[config.mk]
export PLATFORM = sky130hd
export DESIGN_NAME = page_replacement_fifo_lru_core
export DESIGN_NICKNAME = d
export VERILOG_FILES = /design/src/design/prfl_pkg.sv /design/src/design/prfl_ctrl.sv /design/src/design/prfl_dp.sv /design/src/design/page_replacement_fifo_lru_core.sv
export SDC_FILE = /design/constraint.sdc
export NUM_CORES = 2
export LEC_CHECK = 0
export BUFFER_PORTS_ARGS = -buffer_cell sky130_fd_sc_hd__buf_4
export CORE_UTILIZATION = 50
export CTS_BUF_LIST = sky130_fd_sc_hd__clkbuf_4
export CTS_CLUSTER_SIZE = 28
export DETAILED_ROUTE_END_ITERATION = 10
export GPL_ROUTABILITY_DRIVEN = 0
export PLACE_DENSITY_LB_ADDON = 0.3
export SLEW_MARGIN = 10
export SYNTH_ARGS = -nofsm -noshare
export SYNTH_HDL_FRONTEND = slang
export SYNTH_SLANG_ARGS = --single-unit
[constraint.sdc]
create_clock -name i_clk -period 5.86 [get_ports i_clk]
set_clock_uncertainty 0.1 [all_clocks]
set_input_delay 0.586 -clock i_clk [delete_from_list [all_inputs] [get_ports i_clk]]
set_output_delay 0.586 -clock i_clk [all_outputs]
set_load 0.01 [all_outputs]
[src/design/prfl_pkg.sv]
`default_nettype none

package prfl_pkg;

    localparam int unsigned PAGE_W  = 32;
    localparam int unsigned COUNT_W = 32;
    localparam int unsigned CFG_W   = 5;
    localparam int unsigned FIU_W   = 5;

    localparam logic [COUNT_W-1:0] COUNT_MAX = '1;
    localparam logic [FIU_W-1:0]   FIU_RESET = 5'd4;

    typedef enum logic {
        CFG_POLICY_MODE   = 1'b0,
        CFG_FRAMES_IN_USE = 1'b1
    } t_cfg_idx;

    typedef enum logic {
        POLICY_FIFO = 1'b0,
        POLICY_LRU  = 1'b1
    } t_policy;

    typedef struct packed {
        logic [PAGE_W-1:0] page_number;
        logic              last_in_trace;
    } t_in_beat;

    typedef struct packed {
        logic               hit;
        logic               evicted_valid;
        logic [PAGE_W-1:0]  evicted_page;
        logic [COUNT_W-1:0] fault_total;
        logic               trace_end;
    } t_out_beat;

    typedef enum logic [1:0] {
        ST_IDLE   = 2'd0,
        ST_MATCH  = 2'd1,
        ST_UPDATE = 2'd2
    } t_state;

    typedef struct packed {
        logic load;
        logic match;
        logic update;
    } t_dp_cmd;

    typedef struct packed {
        logic out_free;
    } t_dp_status;

endpackage

`default_nettype wire

[src/design/prfl_ctrl.sv]
`default_nettype none

module prfl_ctrl (
    input  wire logic                i_clk,
    input  wire logic                i_rst_n,
    input  wire logic                i_in_valid,
    output logic                     o_in_ready,
    input  wire prfl_pkg::t_dp_status i_status,
    output prfl_pkg::t_dp_cmd        o_cmd
);

    prfl_pkg::t_state r_state;
    prfl_pkg::t_state n_state;

    always_ff @(posedge i_clk) begin
        if (!i_rst_n) begin
            r_state <= prfl_pkg::ST_IDLE;
        end else begin
            r_state <= n_state;
        end
    end

    always_comb begin
        n_state    = r_state;
        o_in_ready = 1'b0;
        o_cmd      = '0;
        case (r_state)
            prfl_pkg::ST_IDLE: begin
                o_in_ready = 1'b1;
                if (i_in_valid) begin
                    o_cmd.load = 1'b1;
                    n_state    = prfl_pkg::ST_MATCH;
                end
            end
            prfl_pkg::ST_MATCH: begin
                o_cmd.match = 1'b1;
                n_state     = prfl_pkg::ST_UPDATE;
            end
            prfl_pkg::ST_UPDATE: begin
                if (i_status.out_free) begin
                    o_cmd.update = 1'b1;
                    n_state      = prfl_pkg::ST_IDLE;
                end
            end
            default: begin
                n_state = prfl_pkg::ST_IDLE;
            end
        endcase
    end

endmodule

`default_nettype wire

[src/design/prfl_dp.sv]
`default_nettype none

module prfl_dp #(
    parameter int unsigned MAX_FRAMES = 16,
    parameter int unsigned PAGE_BITS  = 32
) (
    input  wire logic                                i_clk,
    input  wire logic                                i_rst_n,
    input  wire prfl_pkg::t_in_beat                  i_in,
    output prfl_pkg::t_out_beat                      o_out,
    output logic                                     o_out_valid,
    input  wire logic                                i_out_ready,
    input  wire logic                                i_cfg_we,
    input  wire prfl_pkg::t_cfg_idx                  i_cfg_idx,
    input  wire logic [prfl_pkg::CFG_W-1:0]          i_cfg_data,
    input  wire prfl_pkg::t_dp_cmd                   i_cmd,
    output prfl_pkg::t_dp_status                     o_status
);

    localparam int unsigned SW = (PAGE_BITS < prfl_pkg::PAGE_W) ? PAGE_BITS : prfl_pkg::PAGE_W;
    localparam int unsigned IW = (MAX_FRAMES > 1) ? $clog2(MAX_FRAMES) : 1;
    localparam int unsigned NW = $clog2(MAX_FRAMES + 1);

    prfl_pkg::t_policy                r_policy;
    logic [prfl_pkg::FIU_W-1:0]       r_frames;
    logic [SW-1:0]                    r_page;
    logic                             r_last;
    logic                             r_hit;
    logic [IW-1:0]                    r_slot;
    logic [SW-1:0]                    r_frame_page [MAX_FRAMES];
    logic [MAX_FRAMES-1:0]            r_frame_valid;
    logic [prfl_pkg::COUNT_W-1:0]     r_count;
    prfl_pkg::t_out_beat              r_out;
    logic                             r_out_valid;

    logic [NW-1:0]                    n_active;
    logic [MAX_FRAMES-1:0]            n_match;
    logic                             n_hit;
    logic [IW-1:0]                    n_slot;
    logic [SW-1:0]                    n_frame_page [MAX_FRAMES];
    logic [MAX_FRAMES-1:0]            n_frame_valid;
    logic [prfl_pkg::COUNT_W-1:0]     n_count;
    logic                             n_shift;
    logic [IW-1:0]                    n_first;

    always_comb begin
        if (r_frames == '0) begin
            n_active = NW'(1);
        end else if (int'(r_frames) > int'(MAX_FRAMES)) begin
            n_active = NW'(MAX_FRAMES);
        end else begin
            n_active = NW'(r_frames);
        end
    end

    always_comb begin
        n_hit  = 1'b0;
        n_slot = '0;
        for (int j = 0; j < int'(MAX_FRAMES); j++) begin
            n_match[j] = r_frame_valid[j] && (r_frame_page[j] == r_page)
                         && (j < int'(n_active));
        end
        for (int j = int'(MAX_FRAMES) - 1; j >= 0; j--) begin
            if (n_match[j]) begin
                n_hit  = 1'b1;
                n_slot = IW'(j);
            end
        end
    end

    always_comb begin
        n_shift = !r_hit || (r_policy == prfl_pkg::POLICY_LRU);
        n_first = r_hit ? r_slot : '0;
        for (int k = 0; k < int'(MAX_FRAMES); k++) begin
            n_frame_page[k]  = r_frame_page[k];
            n_frame_valid[k] = r_frame_valid[k];
            if (n_shift && (k >= int'(n_first)) && (k + 1 < int'(n_active))) begin
                n_frame_page[k]  = r_frame_page[(k + 1) % MAX_FRAMES];
                n_frame_valid[k] = r_frame_valid[(k + 1) % MAX_FRAMES];
            end
            if (n_shift && (k == int'(n_active) - 1)) begin
                n_frame_page[k]  = r_page;
                n_frame_valid[k] = 1'b1;
            end
        end
        n_count = r_count;
        if (!r_hit && (r_count != prfl_pkg::COUNT_MAX)) begin
            n_count = r_count + 1'b1;
        end
    end

    always_ff @(posedge i_clk) begin
        if (!i_rst_n) begin
            r_policy <= prfl_pkg::POLICY_FIFO;
            r_frames <= prfl_pkg::FIU_RESET;
        end else if (i_cfg_we) begin
            case (i_cfg_idx)
                prfl_pkg::CFG_POLICY_MODE: begin
                    r_policy <= prfl_pkg::t_policy'(i_cfg_data[0]);
                end
                prfl_pkg::CFG_FRAMES_IN_USE: begin
                    r_frames <= i_cfg_data[prfl_pkg::FIU_W-1:0];
                end
                default: begin
                end
            endcase
        end
    end

    always_ff @(posedge i_clk) begin
        if (i_cmd.load) begin
            r_page <= i_in.page_number[SW-1:0];
            r_last <= i_in.last_in_trace;
        end
        if (i_cmd.match) begin
            r_hit  <= n_hit;
            r_slot <= n_slot;
        end
        if (i_cmd.update) begin
            r_frame_page             <= n_frame_page;
            r_out.hit                <= r_hit;
            r_out.evicted_valid      <= !r_hit && r_frame_valid[0];
            r_out.evicted_page       <= (!r_hit && r_frame_valid[0])
                                        ? prfl_pkg::PAGE_W'(r_frame_page[0]) : '0;
            r_out.fault_total        <= n_count;
            r_out.trace_end          <= r_last;
        end
    end

    always_ff @(posedge i_clk) begin
        if (!i_rst_n) begin
            r_frame_valid <= '0;
            r_count       <= '0;
            r_out_valid   <= 1'b0;
        end else begin
            if (i_cmd.update) begin
                r_frame_valid <= r_last ? '0 : n_frame_valid;
                r_count       <= r_last ? '0 : n_count;
                r_out_valid   <= 1'b1;
            end else if (i_out_ready) begin
                r_out_valid <= 1'b0;
            end
        end
    end

    assign o_out             = r_out;
    assign o_out_valid       = r_out_valid;
    assign o_status.out_free = !r_out_valid || i_out_ready;

endmodule

`default_nettype wire

[src/design/page_replacement_fifo_lru_core.sv]
// FIFO and LRU page replacement engine. Each input beat is one page reference and yields
// one output beat with the hit flag, the evicted page, the running saturating fault count
// and an echo of the trace end mark; a beat marked last also empties all frames and clears
// the count. An item passes from input acceptance to a loaded output register in order:
// it is captured, compared against every frame in use in parallel, and then the frame row
// is shifted (on a miss, or on any hit under LRU) and the count updated, which waits while
// the output register holds a beat not yet taken. A new reference is taken only when the
// previous one has reached the output register. The user must write configuration
// through the plain write port only while the block is idle; the block itself does not
// enforce this. Index 0 selects the policy (0 FIFO, 1 LRU), index 1 sets the number of
// frames in use, where zero counts as one and values above MAX_FRAMES count as MAX_FRAMES.
`default_nettype none

module page_replacement_fifo_lru_core #(
    parameter int unsigned MAX_FRAMES = 16,
    parameter int unsigned PAGE_BITS  = 32
) (
    input  wire logic                       i_clk,
    input  wire logic                       i_rst_n,
    input  wire logic                       i_in_valid,
    output logic                            o_in_ready,
    input  wire prfl_pkg::t_in_beat         i_in,
    output logic                            o_out_valid,
    input  wire logic                       i_out_ready,
    output prfl_pkg::t_out_beat             o_out,
    input  wire logic                       i_cfg_we,
    input  wire prfl_pkg::t_cfg_idx         i_cfg_idx,
    input  wire logic [prfl_pkg::CFG_W-1:0] i_cfg_data
);

    prfl_pkg::t_dp_cmd    cmd;
    prfl_pkg::t_dp_status status;

    prfl_ctrl u_ctrl (
        .i_clk      (i_clk),
        .i_rst_n    (i_rst_n),
        .i_in_valid (i_in_valid),
        .o_in_ready (o_in_ready),
        .i_status   (status),
        .o_cmd      (cmd)
    );

    prfl_dp #(
        .MAX_FRAMES (MAX_FRAMES),
        .PAGE_BITS  (PAGE_BITS)
    ) u_dp (
        .i_clk       (i_clk),
        .i_rst_n     (i_rst_n),
        .i_in        (i_in),
        .o_out       (o_out),
        .o_out_valid (o_out_valid),
        .i_out_ready (i_out_ready),
        .i_cfg_we    (i_cfg_we),
        .i_cfg_idx   (i_cfg_idx),
        .i_cfg_data  (i_cfg_data),
        .i_cmd       (cmd),
        .o_status    (status)
    );

endmodule

`default_nettype wire

==> flow_summary.json <==
{
  "cap_violations": 0,
  "p_int_mw": 7.85,
  "worstMarginPinSlew_ns": 1.25,
  "critical_path_class": "reg2reg",
  "max_freq_ghz": 0.260,
  "cts_tree": "built",
  "drive_above_1_share": 0.359,
  "yosysTopAreaCell": "edfxtp_1",
  "grt_max_degree": 48,
  "io_pins": 113,
  "setup_viol": 0,
  "slew_headroom": 0.163,
  "synthCells": 2577,
  "postLayoutCoreUtil": 0.577,
  "worstPathRequired_ns": 6.63,
  "maxSlewViolCount": 0,
  "finalCritPeriodShare": 0.656,
  "combPwrFrac": 0.076,
  "timing.rr.start": "u_dp.r_page[16]$_DFFE_PP_",
  "fin_area_sq_um": 39500,
  "ys_seq_elements": 674,
  "num_rows": 96,
  "grt_pass1_vias": 23023,
  "netlist_top_cells_count": "edfxtp_1, mux2_2, xor2_1",
  "min_path_type": "in2reg",
  "arrival_ns": 4.61,
  "wirelength_um": 103000,
  "grt_pass1_wl_um": 150000,
  "vdd_ir_drop_max_mv": 0.174,
  "post-dp-hpwl_um": 69500,
  "synth_most_common_cell": "edfxtp_1",
  "place_area_sq_um": 36700,
  "min_period_ns": 3.84,
  "status": "complete, no violations",
  "cp_max_fo": 17,
  "swShare": 0.246,
  "core-area_sq_um": 68600,
  "cp-start-kind": "flip-flop",
  "powerDensity_nw_per_um2": 263,
  "die_w_um": 265,
  "fin_tns_setup_ns": 0,
  "dr.pass1.iters": 6,
  "hold_ws_ns": 0.157,
  "gr-total-overflow": 0,
  "total_leakage_power_nw": 13.7,
  "cts_sinks": 674,
  "die-area_sq_um": 70500,
  "syn_area_sq_um": 34700,
  "cts_inserted_buffers": 173,
  "port_buffers": 112,
  "netlist.area_leader.share": 0.534,
  "clock_latency_ns": 1.06,
  "synthTopCellsByArea": "edfxtp_1, mux2_2, xor2_1",
  "hold_viol_final": 0,
  "cts.clk_slew.worst_paths_ns": 0.07,
  "drtIter0Drc": 2706,
  "ys_types": 59,
  "pwr-share-clk": 0.409,
  "ant_nets": 0,
  "start_util": 0.506,
  "ys.flop_type": "edfxtp_1",
  "cts_setup_buffers": 0,
  "die-height_um": 265,
  "seqPwrFrac": 0.515,
  "cp-end-kind": "flip-flop",
  "rsz0062_at_grt": "false",
  "critPathLaunch": "u_dp.r_page[16]$_DFFE_PP_",
  "switchingPower_mw": 2.55,
  "routed_via_density": 6.04,
  "ys_seq_area_frac": 0.567,
  "min_from": "i_in[31]",
  "synth_nets": 2622,
  "cts_resized": 0,
  "area_delta_synth_final_pct": 14.0,
  "synthArstFlopShare": 0,
  "track_usage": 0.292,
  "htreeDepth": 4,
  "synth_edf_count": 617,
  "clockBufferDepth": 3,
  "vias": 23275,
  "antenna_found_initial": 2,
  "final_nets": 2838,
  "remaining_drc_errors": 0,
  "cts_root_buffer": "clkbuf_4",
  "yosys_warnings": 0,
  "route.detailed.wl_per_inst_um": 26.8,
  "avgSynthCellArea_sq_um": 13.5
}
power by group through the flow:
| stage | registers (mW) | logic (mW) | clock network, mW |
|---|---|---|---|
| floorplan | 5.40 | 0.494 | 0 |
| global placement | 5.45 | 0.735 | 0 |
| detailed placement | 5.45 | 0.742 | 0 |
| CTS | 5.35 | 0.776 | 4.33 |
| global route | 5.35 | 0.823 | 4.56 |
| finish | 5.35 | 0.786 | 4.26 |
placed cells by master, fill, tap and decap left out, types with 36 or more instances in the layout:
master	n
edfxtp_1	617
xnor2_1	190
nor2_1	63
nand2_1	51
mux2_2	513
xor2_1	352
dfxtp_1	57
nand4_1	64
and2_1	36
clkbuf_4	278
buf_4	198
dlygate4sd3_1	56
nand3_1	46
o21ai_0	37
nor4_1	96
path summary, 6_finish.rpt:
kind                                                            to  slack, ns  depth (start not counted)
worst max-delay path                  u_dp.r_slot[0]$_SDFFCE_PP0N_       2.02                          9
worst min-delay path                     u_dp.r_page[30]$_DFFE_PP_       0.16                          2
worst max register to register        u_dp.r_slot[0]$_SDFFCE_PP0N_       2.02                          9
worst min register to register  u_dp.r_frame_valid[6]$_SDFFE_PN0P_       0.43                          2
sequential cells by signal (all words and copies together), names as in the netlist, 2 cells and up:
| register | cells |
|---|---|
| u_dp.r_frame_valid | 16 |
| u_dp.r_frames | 5 |
| u_dp.o_out | 67 |
| u_dp.r_frame_page | 512 |
| u_dp.r_count | 32 |
| u_dp.r_slot | 4 |
| u_ctrl.r_state | 2 |
| u_dp.r_page | 32 |
stage by stage:
stage	total power, mW	setup WS, ns	instances
CTS	10.5	2.14	3851
global placement	6.19	2.23	3493
global route	10.7	2.00	3856
floorplan	5.89	1.59	2577
finish	10.4	2.02	3856
detailed placement	6.20	2.16	3493
kinds of logic (layout without fill, tap and decap cells):
| family | after synthesis | count (layout) | share of synthesized area |
|---|---|---|---|
| other cells | 0 | 5 | 0 |
| fa+ha+maj | 1 | 1 | 0.000360 |
| simple gates | 478 | 478 | 0.0782 |
| compound gates | 139 | 139 | 0.0253 |
| mux | 513 | 513 | 0.166 |
| flops | 674 | 674 | 0.567 |
| buf+inv | 230 | 573 | 0.0262 |
| xor+xnor | 542 | 542 | 0.137 |
worst max-delay path, stage by stage (launching register included):
cell and delay, ns:
edfxtp_1 1.10, xor2_1 0.23, nor4_1 0.35, nand4_1 0.21, nor4_1 0.77, nor2b_1 0.23, o21ai_0 0.11, a21boi_0 0.19
o21ai_0 0.17, a31oi_1 0.19
repair_timing:
action	4_1_cts	5_1_grt
endpoints found under the hold margin	74	0
endpoints found under the setup margin	0	0
hold buffers	56	0
per-layer routing:
layer	up-vias	share of wire	track usage	routed length, um
met5	-	0	0	0
met4	0	0.034	0.123	3530
met3	204	0.093	0.0634	9620
met2	1333	0.46	0.454	47700
met1	11737	0.41	0.396	42500
li1	10001	-	-	-
cell type report:
cell class                      instances  area [sq um]
Fill cell                            5485         29000
Sequential cell                       674         19700
Multi-Input combinational cell       1673         14300
Timing Repair Buffer                  257          2110
Clock buffer                          278          2090
Tap cell                              931          1160
Clock inverter                         24           204
Inverter                               14          53.8
Antenna cell                            5          12.5
Power figures use the tool's default switching activity.
